===== src/hdl/afp_pkg.sv =====
// afp_pkg: types and constants shared by the imu angle frame parser
// no dependencies; imported by every module of the parser
`default_nettype none

package afp_pkg;

	localparam logic [7:0] FRAME_HEADER = 8'h55;
	localparam logic [7:0] FRAME_TYPE   = 8'h53;
	localparam int unsigned FRAME_LENGTH = 11;

	// frame byte positions
	localparam int unsigned IDX_W = 4;
	localparam logic [IDX_W-1:0] IDX_FIRST_BODY = IDX_W'(2);
	localparam logic [IDX_W-1:0] IDX_LAST       = IDX_W'(FRAME_LENGTH - 1);
	localparam int unsigned ANGLE_FIRST = 2;
	localparam int unsigned ANGLE_BYTES = 6;

	typedef enum logic [1:0] {
		ST_HUNT,
		ST_TYPE,
		ST_BODY
	} sync_state_t;

	// one completed frame as passed from the front to the back
	typedef struct packed {
		logic               ok;
		logic signed [15:0] roll;
		logic signed [15:0] pitch;
		logic signed [15:0] yaw;
	} frame_rec_t;

endpackage

`default_nettype wire


===== src/hdl/imu_angle_frame_parser.sv =====
// imu_angle_frame_parser: top level of the 11-byte imu angle frame parser
// depends on afp_pkg, afp_front, afp_queue and afp_back
//
// channel   direction  handshake          payload
// -------   ---------  -----------------  ---------------------------------------------
// bytes     in         push / full        rx_byte
// results   out        empty / pop        checksum_ok, roll/pitch/yaw_angle, data_valid
//
// one byte item is taken every cycle while full is low; full only rises when the
// record queue between front and back is full, i.e. when results are not popped
// a completed frame reaches the result ports through the queue and the result register:
// queue write as its last byte is taken, result register load once it is empty or popped
// reset (arst_n low) clears sync state, running sum, queue, held angles and flag
// the front keeps taking bytes while a result waits, up to QUEUE_DEPTH frames
`default_nettype none

module imu_angle_frame_parser import afp_pkg::*; #(
	parameter int unsigned QUEUE_DEPTH = 2  // frame records buffered, 1 to 16
) (
	input  wire logic          clk,
	input  wire logic          arst_n,
	input  wire logic          push,
	output logic               full,
	input  wire logic [7:0]    rx_byte,
	output logic               empty,
	input  wire logic          pop,
	output logic               checksum_ok,
	output logic signed [15:0] roll_angle,
	output logic signed [15:0] pitch_angle,
	output logic signed [15:0] yaw_angle,
	output logic               data_valid
);

	logic       byte_take;   // input item accepted this cycle
	logic       rec_push;    // front finished a frame
	frame_rec_t front_rec;
	logic       mid_full;
	logic       mid_avail;
	frame_rec_t mid_rec;
	logic       mid_take;

	// stall the input only while the record queue cannot take a frame
	assign full      = mid_full;
	assign byte_take = push && !mid_full;

	// front: hunts for header and type, sums bytes, captures angle bytes
	afp_front u_front (
		.clk       (clk),
		.arst_n    (arst_n),
		.byte_take (byte_take),
		.rx_byte   (rx_byte),
		.rec_push  (rec_push),
		.rec       (front_rec)
	);

	// queue of completed frames between front and back
	afp_queue #(
		.DEPTH (QUEUE_DEPTH)
	) u_queue (
		.clk       (clk),
		.arst_n    (arst_n),
		.wr_en     (rec_push),
		.wr_data   (front_rec),
		.full      (mid_full),
		.rd_en     (mid_take),
		.rd_data   (mid_rec),
		.not_empty (mid_avail)
	);

	// back: applies good frames to the held angles and presents results
	afp_back u_back (
		.clk         (clk),
		.arst_n      (arst_n),
		.rec_avail   (mid_avail),
		.rec         (mid_rec),
		.rec_take    (mid_take),
		.pop         (pop),
		.empty       (empty),
		.checksum_ok (checksum_ok),
		.roll_angle  (roll_angle),
		.pitch_angle (pitch_angle),
		.yaw_angle   (yaw_angle),
		.data_valid  (data_valid)
	);

	// a good frame on the output always implies the sticky flag
	a_ok_implies_valid: assert property (@(posedge clk) disable iff (!arst_n)
		(!empty && checksum_ok) |-> data_valid)
		else $error("checksum_ok shown without data_valid");

	// the front never finishes a frame into a full queue
	a_no_push_when_full: assert property (@(posedge clk) disable iff (!arst_n)
		rec_push |-> !mid_full)
		else $error("frame record pushed into full queue");

	// a waiting result is never overwritten by the back
	a_no_overwrite: assert property (@(posedge clk) disable iff (!arst_n)
		(!empty && !pop) |-> !mid_take)
		else $error("result register overwritten before pop");

endmodule

`default_nettype wire


===== src/hdl/afp_front.sv =====
// afp_front: frame sync, running checksum and angle byte capture
// depends on afp_pkg; emits one frame_rec_t per completed frame
`default_nettype none

module afp_front import afp_pkg::*; (
	input  wire logic       clk,
	input  wire logic       arst_n,
	input  wire logic       byte_take,
	input  wire logic [7:0] rx_byte,
	output logic            rec_push,
	output frame_rec_t      rec
);

	sync_state_t            state_q, state_d;
	logic [IDX_W-1:0]       idx_q, idx_d;
	logic [7:0]             sum_q, sum_d;
	logic [7:0]             body_q [ANGLE_BYTES];
	logic                   body_we;

	always_ff @(posedge clk or negedge arst_n) begin
		if (!arst_n) begin
			state_q <= ST_HUNT;
			idx_q   <= '0;
			sum_q   <= '0;
		end else if (byte_take) begin
			state_q <= state_d;
			idx_q   <= idx_d;
			sum_q   <= sum_d;
		end
	end

	always_comb begin
		state_d  = state_q;
		idx_d    = idx_q;
		sum_d    = sum_q;
		rec_push = 1'b0;
		body_we  = 1'b0;
		case (state_q)
			ST_HUNT: begin
				if (rx_byte == FRAME_HEADER) begin
					sum_d   = rx_byte;
					state_d = ST_TYPE;
				end
			end
			ST_TYPE: begin
				if (rx_byte == FRAME_TYPE) begin
					sum_d   = sum_q + rx_byte;
					idx_d   = IDX_FIRST_BODY;
					state_d = ST_BODY;
				end else if (rx_byte == FRAME_HEADER) begin
					sum_d = rx_byte;
				end else begin
					state_d = ST_HUNT;
				end
			end
			ST_BODY: begin
				if (idx_q >= IDX_LAST) begin
					rec_push = byte_take;
					sum_d    = '0;
					state_d  = ST_HUNT;
				end else begin
					body_we = byte_take;
					sum_d   = sum_q + rx_byte;
					idx_d   = idx_q + IDX_W'(1);
				end
			end
			default: begin
				state_d = ST_HUNT;
			end
		endcase
	end

	// angle bytes sit at fixed frame positions
	for (genvar k = 0; k < ANGLE_BYTES; k++) begin : g_body
		always_ff @(posedge clk) begin
			if (body_we && idx_q == IDX_W'(ANGLE_FIRST + k)) begin
				body_q[k] <= rx_byte;
			end
		end
	end

	always_comb begin
		rec.ok    = (sum_q == rx_byte);
		rec.roll  = {body_q[1], body_q[0]};
		rec.pitch = {body_q[3], body_q[2]};
		rec.yaw   = {body_q[5], body_q[4]};
	end

endmodule

`default_nettype wire


===== src/hdl/afp_queue.sv =====
// afp_queue: small first-in first-out queue of frame records
// depends on afp_pkg; decouples the front from the back
`default_nettype none

module afp_queue import afp_pkg::*; #(
	parameter int unsigned DEPTH = 2
) (
	input  wire logic       clk,
	input  wire logic       arst_n,
	input  wire logic       wr_en,
	input  wire frame_rec_t wr_data,
	output logic            full,
	input  wire logic       rd_en,
	output frame_rec_t      rd_data,
	output logic            not_empty
);

	localparam int unsigned PTR_W = (DEPTH > 1) ? $clog2(DEPTH) : 1;
	localparam int unsigned CNT_W = $clog2(DEPTH + 1);
	localparam logic [PTR_W-1:0] PTR_LAST = PTR_W'(DEPTH - 1);

	frame_rec_t       mem [DEPTH];
	logic [PTR_W-1:0] wr_ptr_q, rd_ptr_q;
	logic [CNT_W-1:0] count_q;
	logic             do_wr, do_rd;

	assign do_wr     = wr_en && !full;
	assign do_rd     = rd_en && not_empty;
	assign full      = (count_q == CNT_W'(DEPTH));
	assign not_empty = (count_q != '0);
	assign rd_data   = mem[rd_ptr_q];

	always_ff @(posedge clk) begin
		if (do_wr) begin
			mem[wr_ptr_q] <= wr_data;
		end
	end

	always_ff @(posedge clk or negedge arst_n) begin
		if (!arst_n) begin
			wr_ptr_q <= '0;
			rd_ptr_q <= '0;
			count_q  <= '0;
		end else begin
			if (do_wr) begin
				wr_ptr_q <= (wr_ptr_q == PTR_LAST) ? '0 : wr_ptr_q + PTR_W'(1);
			end
			if (do_rd) begin
				rd_ptr_q <= (rd_ptr_q == PTR_LAST) ? '0 : rd_ptr_q + PTR_W'(1);
			end
			if (do_wr && !do_rd) begin
				count_q <= count_q + CNT_W'(1);
			end else if (do_rd && !do_wr) begin
				count_q <= count_q - CNT_W'(1);
			end
		end
	end

endmodule

`default_nettype wire


===== src/hdl/afp_back.sv =====
// afp_back: held angles, sticky valid flag and the result register
// depends on afp_pkg; takes frame records from afp_queue
`default_nettype none

module afp_back import afp_pkg::*; (
	input  wire logic          clk,
	input  wire logic          arst_n,
	input  wire logic          rec_avail,
	input  wire frame_rec_t    rec,
	output logic               rec_take,
	input  wire logic          pop,
	output logic               empty,
	output logic               checksum_ok,
	output logic signed [15:0] roll_angle,
	output logic signed [15:0] pitch_angle,
	output logic signed [15:0] yaw_angle,
	output logic               data_valid
);

	logic               out_valid_q;
	logic signed [15:0] held_roll_q, held_pitch_q, held_yaw_q;
	logic               valid_flag_q;
	logic signed [15:0] roll_n, pitch_n, yaw_n;
	logic               valid_n;

	assign empty    = !out_valid_q;
	assign rec_take = rec_avail && (!out_valid_q || pop);

	always_comb begin
		roll_n  = rec.ok ? rec.roll  : held_roll_q;
		pitch_n = rec.ok ? rec.pitch : held_pitch_q;
		yaw_n   = rec.ok ? rec.yaw   : held_yaw_q;
		valid_n = rec.ok || valid_flag_q;
	end

	always_ff @(posedge clk or negedge arst_n) begin
		if (!arst_n) begin
			out_valid_q  <= 1'b0;
			held_roll_q  <= '0;
			held_pitch_q <= '0;
			held_yaw_q   <= '0;
			valid_flag_q <= 1'b0;
		end else begin
			if (rec_take) begin
				out_valid_q  <= 1'b1;
				held_roll_q  <= roll_n;
				held_pitch_q <= pitch_n;
				held_yaw_q   <= yaw_n;
				valid_flag_q <= valid_n;
			end else if (pop) begin
				out_valid_q <= 1'b0;
			end
		end
	end

	always_ff @(posedge clk) begin
		if (rec_take) begin
			checksum_ok <= rec.ok;
			roll_angle  <= roll_n;
			pitch_angle <= pitch_n;
			yaw_angle   <= yaw_n;
			data_valid  <= valid_n;
		end
	end

endmodule

`default_nettype wire

===== config.mk =====
export PLATFORM = sky130hd
export DESIGN_NAME = imu_angle_frame_parser
export DESIGN_NICKNAME = d
export VERILOG_FILES = /design/src/hdl/afp_pkg.sv /design/src/hdl/imu_angle_frame_parser.sv /design/src/hdl/afp_front.sv /design/src/hdl/afp_queue.sv /design/src/hdl/afp_back.sv
export SDC_FILE = /design/constraint.sdc
export NUM_CORES = 1
export LEC_CHECK = 0
export ABC_AREA = 1
export BUFFER_PORTS_ARGS = -buffer_cell sky130_fd_sc_hd__buf_4
export CORE_ASPECT_RATIO = 0.6
export CORE_MARGIN = 2
export CORE_UTILIZATION = 60
export DETAILED_ROUTE_END_ITERATION = 8
export PLACE_DENSITY_LB_ADDON = 0.25
export SLEW_MARGIN = 10
export SYNTH_ARGS = -nofsm -noshare
export SYNTH_HDL_FRONTEND = slang
export SYNTH_SLANG_ARGS = --single-unit

===== constraint.sdc =====
create_clock -name clk -period 4.13 [get_ports clk]
set_input_delay 0.6195 -clock clk [delete_from_list [all_inputs] [get_ports clk]]
set_output_delay 0.6195 -clock clk [all_outputs]
set_load 0.02 [all_outputs]

**Yosys cells after proc, flatten, opt, wreduce, memory -nomap -nowiden**

Memories as Yosys holds them, arrays and structs flattened.
Cells that the tools add are included.

- Register bits after elaboration: 118
- Input bits: 12
- Memory bits (writable): 146
- Memories: 2
- Logic and storage cells: 128
- Output and inout port bits: 52

- Equal/unequal tests: 17
- Add/subtract/negate cells: 6
- Order comparisons: 1
- Mux-type cells: 54
- Reductions and logical operators: 32

Memory list:

| memory | depth | bits a word | read ports | clocked after Yosys merged registers in | write ports | line | source |
|---|---|---|---|---|---|---|---|
| u_queue.mem | 2 | 49 | 1 | 0 | 1 | afp_queue.sv:22 | `frame_rec_t mem [DEPTH];` |
| u_front.body_q | 6 | 8 | 6 | 0 | 1 | afp_front.sv:17 | `logic [7:0] body_q [ANGLE_BYTES];` |

Operators by type and width:

| cell | count |
|---|---|
| $mux 8 | 8 |
| $mux 16 | 3 |
| $reduce_or 8->1 | 5 |
| $mux 1 | 27 |
| $pmux 8 s3 | 1 |
| $eq 4x3->1 const B | 4 |
| $eq 8x7->1 const B | 2 |
| $mux 3 | 5 |
| $logic_and 1x1->1 | 12 |
| $mux 2 | 6 |
| $add 8x8->8 | 1 |
| $eq 4x2->1 const B | 2 |
| $eq 8x8->1 | 1 |
| $mux 4 | 2 |
| $pmux 4 s2 | 1 |
| $reduce_and 4->1 | 2 |
| $reduce_bool 2->1 | 4 |
| $ne 2x1->1 const B | 3 |
| $pmux 2 s3 | 1 |
| $add 4x1->4 const B | 1 |
| $eq 2x2->1 const B | 2 |
| $ge 4x4->1 const B | 1 |
| $logic_not 1->1 | 4 |
| $ne 3x2->1 const B | 1 |
| 9 further kinds | 11 |

**Longest topological paths before layout**

- Depth in word-level cells: 14
- Mapped depth: 11
- Depth with buffers taken out: 11

**By module**

From an unflattened synthesis, not the netlist that was laid out.

- Cells, all modules: 949
- Area, all modules: 10667.7 um2

By module, submodules not included:

| module | instances | cells each | area each (um2) |
|---|---|---|---|
| afp_back | 1 | 419 | 4013.8 |
| afp_queue | 1 | 288 | 3852.4 |
| afp_front | 1 | 240 | 2791.4 |
| imu_angle_frame_parser | 1 | 2 | 10.0 |

**Worst setup path before layout**

No wires, ideal clock.

- Path kind: reg-to-reg
- Start: register u_front.idx_q[0]
- End: memory u_queue.mem[1][0] (netlist bit), enable pin
- Required time: 3.673 ns
- Clock period less this slack: 3.630 ns
- Path buffers: 0
- Library setup time: 0.457 ns
- Cell stages (with the launch flop): 9
- Setup slack: 0.500 ns
- Arrival time: 3.173 ns
- Path through: dfrtp_1 -> inv_1 -> ha_1 -> inv_1 -> nand3_1 -> nand3_1 -> nor2_1 -> inv_1 -> nor2_1

- Word-level cells in the longest chain between the ends: 6

RTL lines:

| what | line | source |
|---|---|---|
| from (decl) | afp_front.sv:15 | `logic [IDX_W-1:0] idx_q, idx_d;` |
| from (signal assigned) | afp_front.sv:27 | `idx_q <= idx_d;` |
| $ge 4x4->1 | afp_front.sv:57 | `if (idx_q >= IDX_LAST) begin` |
| $mux 1 | afp_front.sv:57 |  |
| $mux 1 | afp_front.sv:38 | `case (state_q)` |
| $logic_and 1x1->1 | afp_queue.sv:27 | `assign do_wr = wr_en && !full;` |
| named net u_queue.do_wr | afp_queue.sv:25 | `logic do_wr, do_rd;` |
| $mux 1 | afp_queue.sv:34 | `if (do_wr) begin` |
| $mux 1 (not written as such) | afp_queue.sv:35 | `mem[wr_ptr_q] <= wr_data;` |
| to (decl) | afp_queue.sv:22 |  |

The timed path passes the listed nets, and every way through them passes these cells.

**Final worst setup path**

- Start: register u_front.idx_q[0]
- End: memory u_front.body_q[2][1], enable pin

- Word-level cells in the longest chain between the ends: 12

RTL lines:

| what | line | source |
|---|---|---|
| $ge 4x4->1 | afp_front.sv:57 |  |
| $mux 1 | afp_front.sv:57 |  |
| $mux 1 | afp_front.sv:38 |  |
| $logic_and 1x1->1 | afp_front.sv:76 | `if (body_we && idx_q == IDX_W'(ANGLE_FIRST + k)) begin` |
| $mux 1 | afp_front.sv:76 |  |
| $mux 1 (not written as such) | afp_front.sv:77 | `body_q[k] <= rx_byte;` |
| $reduce_or 8->1 (no line) | -- |  |
| $mux 3 (no line) / $mux 1 (equally long branches) (5 in a row) | -- |  |
| to (decl) | afp_front.sv:17 |  |

Parallel ways exist; a longest one is shown, timed or not.

==> impl_metrics.ini <==
[outcome]
outcome = finished clean

[drt]
dr.pass1.iters = 7
drt_iter0_markers = 574
wire_per_inst_um = 17.7
vias_per_cell = 5.45
ant_nets = 0
vias = 6232
totalWireLength_um = 20200
drc = 0

[synth]
synth_seq_area_share_pct = 73.5
yosys-top-cells-count = nand2_1, edfxtp_1, dfrtp_1, nor2_1, inv_1
synth_top_family_by_area = simple AND/OR/NAND/NOR gates
syn_inst = 826
yosys.area_share.adder_pct = 2.13
yosysMostFrequentCell = nand2_1
synthSimpleGateAreaFrac_pct = 14.7
synth_compound_gate_area_share_pct = 5.66
syn_area_um2 = 10300
yosysTopAreaCellShare_pct = 57.0
synth_seq_cells = 264
synth-edff-count = 196
muxShareOfSynthArea_pct = 0
ys.flop_type = edfxtp_1
synthArstFlopShare_pct = 25.8
syn_nets = 855
ys_top_cells_by_area = edfxtp_1, dfrtp_1, nand2_1
ys_warn_count = 0
syn_area_per_cell_um2 = 12.5
synth_xor_area_share_pct = 0.764
synthDistinctLibCells = 33
synth_top_area_cell = edfxtp_1

[power_and_ir_drop]
leakagePower_nw = 4.78
powerDensity_nw_per_um2 = 767
ir_drop_uv = 474

[floorplanning]
die_area_um2 = 18300
die_y_um = 106
chipWidth_um = 173
rows = 37
coreArea_um2 = 17000
io_pins = 64
initial_core_util_pct = 60.7

[global_route]
grt_pass1_wl_um = 32500
grtUsageTotal_pct = 22.8
met1_usage_pct = 33.2
antenna_found_initial = 0
first_global_vias = 6209
busiest_layer = met2
overflow = 0
met3_usage_pct = 3.64
use_met2_pct = 36.5
grt_start_max_net_pins = 99

[cells_and_area]
fin_nets = 921
drive_above_1_share_pct = 16.2
antenna_cells = 0
syn_to_final_growth_pct = 15.1
n_fill_cell = 1147

[cts]
clkTransAtPathRegs_ns = 0.07
cts_root_buf = clkbuf_16
cts_setup_buffers = 0
htree_num_levels = 1
clock_sinks = 264
cts_buffers = 24
clock_latency_ns = 0.51
cts_tree = yes
cts_resized = 0
holdBufCountCts = 0
clock_path_buffers = 3

[timing]
holdWs_ns = 0.259
setup_tns_ns = 0
fin_crit_sh_pct = 64.4
worst_slew_pin_slew_ns = 1.12
hold_viol = 0
worst_clock_skew_ns = 0.00873
fmax_mhz = 376
report.final.slew_viol_count = 0
setup_viol = 0
rsz0062_at_grt = false
period_minus_slack_ns = 2.66
slew_headroom_pct = 25.1

[place]
dp_hpwl_um = 11900
port_buffers = 63
gp_congestion = 0.852

[setup_path]
critical_path.top_delay_family = simple AND/OR/NAND/NOR gates
crit_path_max_fanout = 8
r2r-start = u_front.idx_q[0]$_DFFE_PN0P_
path_cells = inv_1, ha_1, inv_1, nand3_1, nand2_1, nand3_1, nor3b_1
startpoint = u_front.idx_q[0]$_DFFE_PN0P_
slowest_stage = nor3b_1
cp.required_ns = 4.25
critical-path-max-stage-delay_ns = 0.96
worstPathArrival_ns = 2.78
worst_setup_path_end_kind = flip-flop
startpoint_type = flip-flop
cp.buffers_inverters = 2
worstSetupPathType = flip-flop to flip-flop

[worst_hold_path]
hp-class = input port to asynchronous set/reset pin

[job]
max-cap-violations = 0
==> final cells by class <==
type | count | area, um^2 | share of cell area [%]
clock buffer | 26 | 629 | 5.30
clock inverter | 18 | 254 | 2.14
inverter | 39 | 149 | 1.25
multi-input combinational | 492 | 2430 | 20.5
sequential | 264 | 7590 | 63.9
tap | 234 | 293 | 2.46
timing repair buffer | 71 | 533 | 4.49
==> through the flow <==
stage | instance area (um^2) | utilization [%] | power (mW) | worst slack (ns) | std cells
4_1_cts | 11900 | 69.9 | 9.16 | 1.41 | 1144
2_1_floorplan | 10300 | - | 5.85 | 0.500 | 826
6_report | 11900 | 69.9 | 9.11 | 1.47 | 1144
3_3_place_gp | 11000 | 64.7 | 6.56 | 1.61 | 1100
5_1_grt | 11900 | 69.9 | 9.62 | 1.25 | 1144
3_5_place_dp | 11000 | 64.7 | 6.72 | 1.41 | 1100
==> metal layers <==
metal  share of wire, %  routed length (um)  up-vias
met5                  0                   0        -
met4                1.7                 351        0
met3                5.8                1170       33
met2                 47                9430      199
met1                 46                9270     3048
li1                   -                   -     2952
==> flip-flops by register name, summed over array words and instances (netlist names), 8 cells and up <==
register,cells
u_back.held_pitch_q,16
u_front.body_q,48
u_back.yaw_angle,16
u_queue.mem,98
u_back.roll_angle,16
u_back.held_yaw_q,16
u_front.sum_q,8
u_back.held_roll_q,16
u_back.pitch_angle,16
==> logic make-up after synthesis <==
family,count (synthesis)
buffers and inverters,70
DFF,264
and+or+nand+nor,388
adders and majority gates,17
AOI/OAI and AO/OA,78
xor gates and xnor gates,9
==> power by group <==
group          total, mW  switching (mW)  internal, mW  leakage [nW]
registers           3.86           0.277          3.58          2.64
logic               2.82            1.88         0.936          1.72
clock network       2.44           0.956          1.48         0.426
total               9.11            3.11          6.00          4.78
==> layout by cell type (no fill, tap or decap), types with 2 or more instances in the layout <==
master      Yosys  routed
clkinv_2        0       7
xnor2_1         2       2
o21ai_0        14      14
nand3_1        14      14
edfxtp_1      196     196
nor2_2          2       2
ha_1           16      16
clkinvlp_4      0       4
nor2_1         68      66
nor2_4          0       2
a31oi_1        29      29
a21oi_1         4       4
clkbuf_16       0      25
nand2_1       290     290
o21ai_1         8       8
a31oi_2        20      20
bufinv_16       0       6
dfrtp_1        68      68
inv_2           3       3
nor4_1          2       2
inv_1          35      35
xor2_1          7       7
nor3_1          5       4
nand4_1         2       2
buf_4           6      71
==> worst register-to-register path, delay by kind of cell (launching register included) <==
| kind | cells | cell delay (ns) |
|---|---|---|
| and+or+nand+nor | 4 | 1.40 |
| buffers and inverters | 2 | 0.23 |
| adders and majority gates | 1 | 0.23 |
| DFF | 1 | 0.40 |
==> path summary, 6_finish.rpt <==
path / slack [ns] / cells past startpoint / to
worst max register to register: 1.47 / 7 / u_front.body_q[2][1]$_DFFE_PP_
worst min register to register: 0.44 / 0 / u_queue.mem[1][26]$_DFFE_PP_
worst min-delay path: 0.26 / 1 / u_back.held_roll_q[11]$_DFFE_PN0P_
min in group clk: 0.29 / 2 / u_back.out_valid_q$_DFFE_PN0P_
max in group asynchronous: 3.22 / 1 / u_front.sum_q[6]$_DFFE_PN0P_
worst max-delay path: 1.47 / 7 / u_front.body_q[2][1]$_DFFE_PP_
No activity file was read; power rests on OpenSTA's default activity.
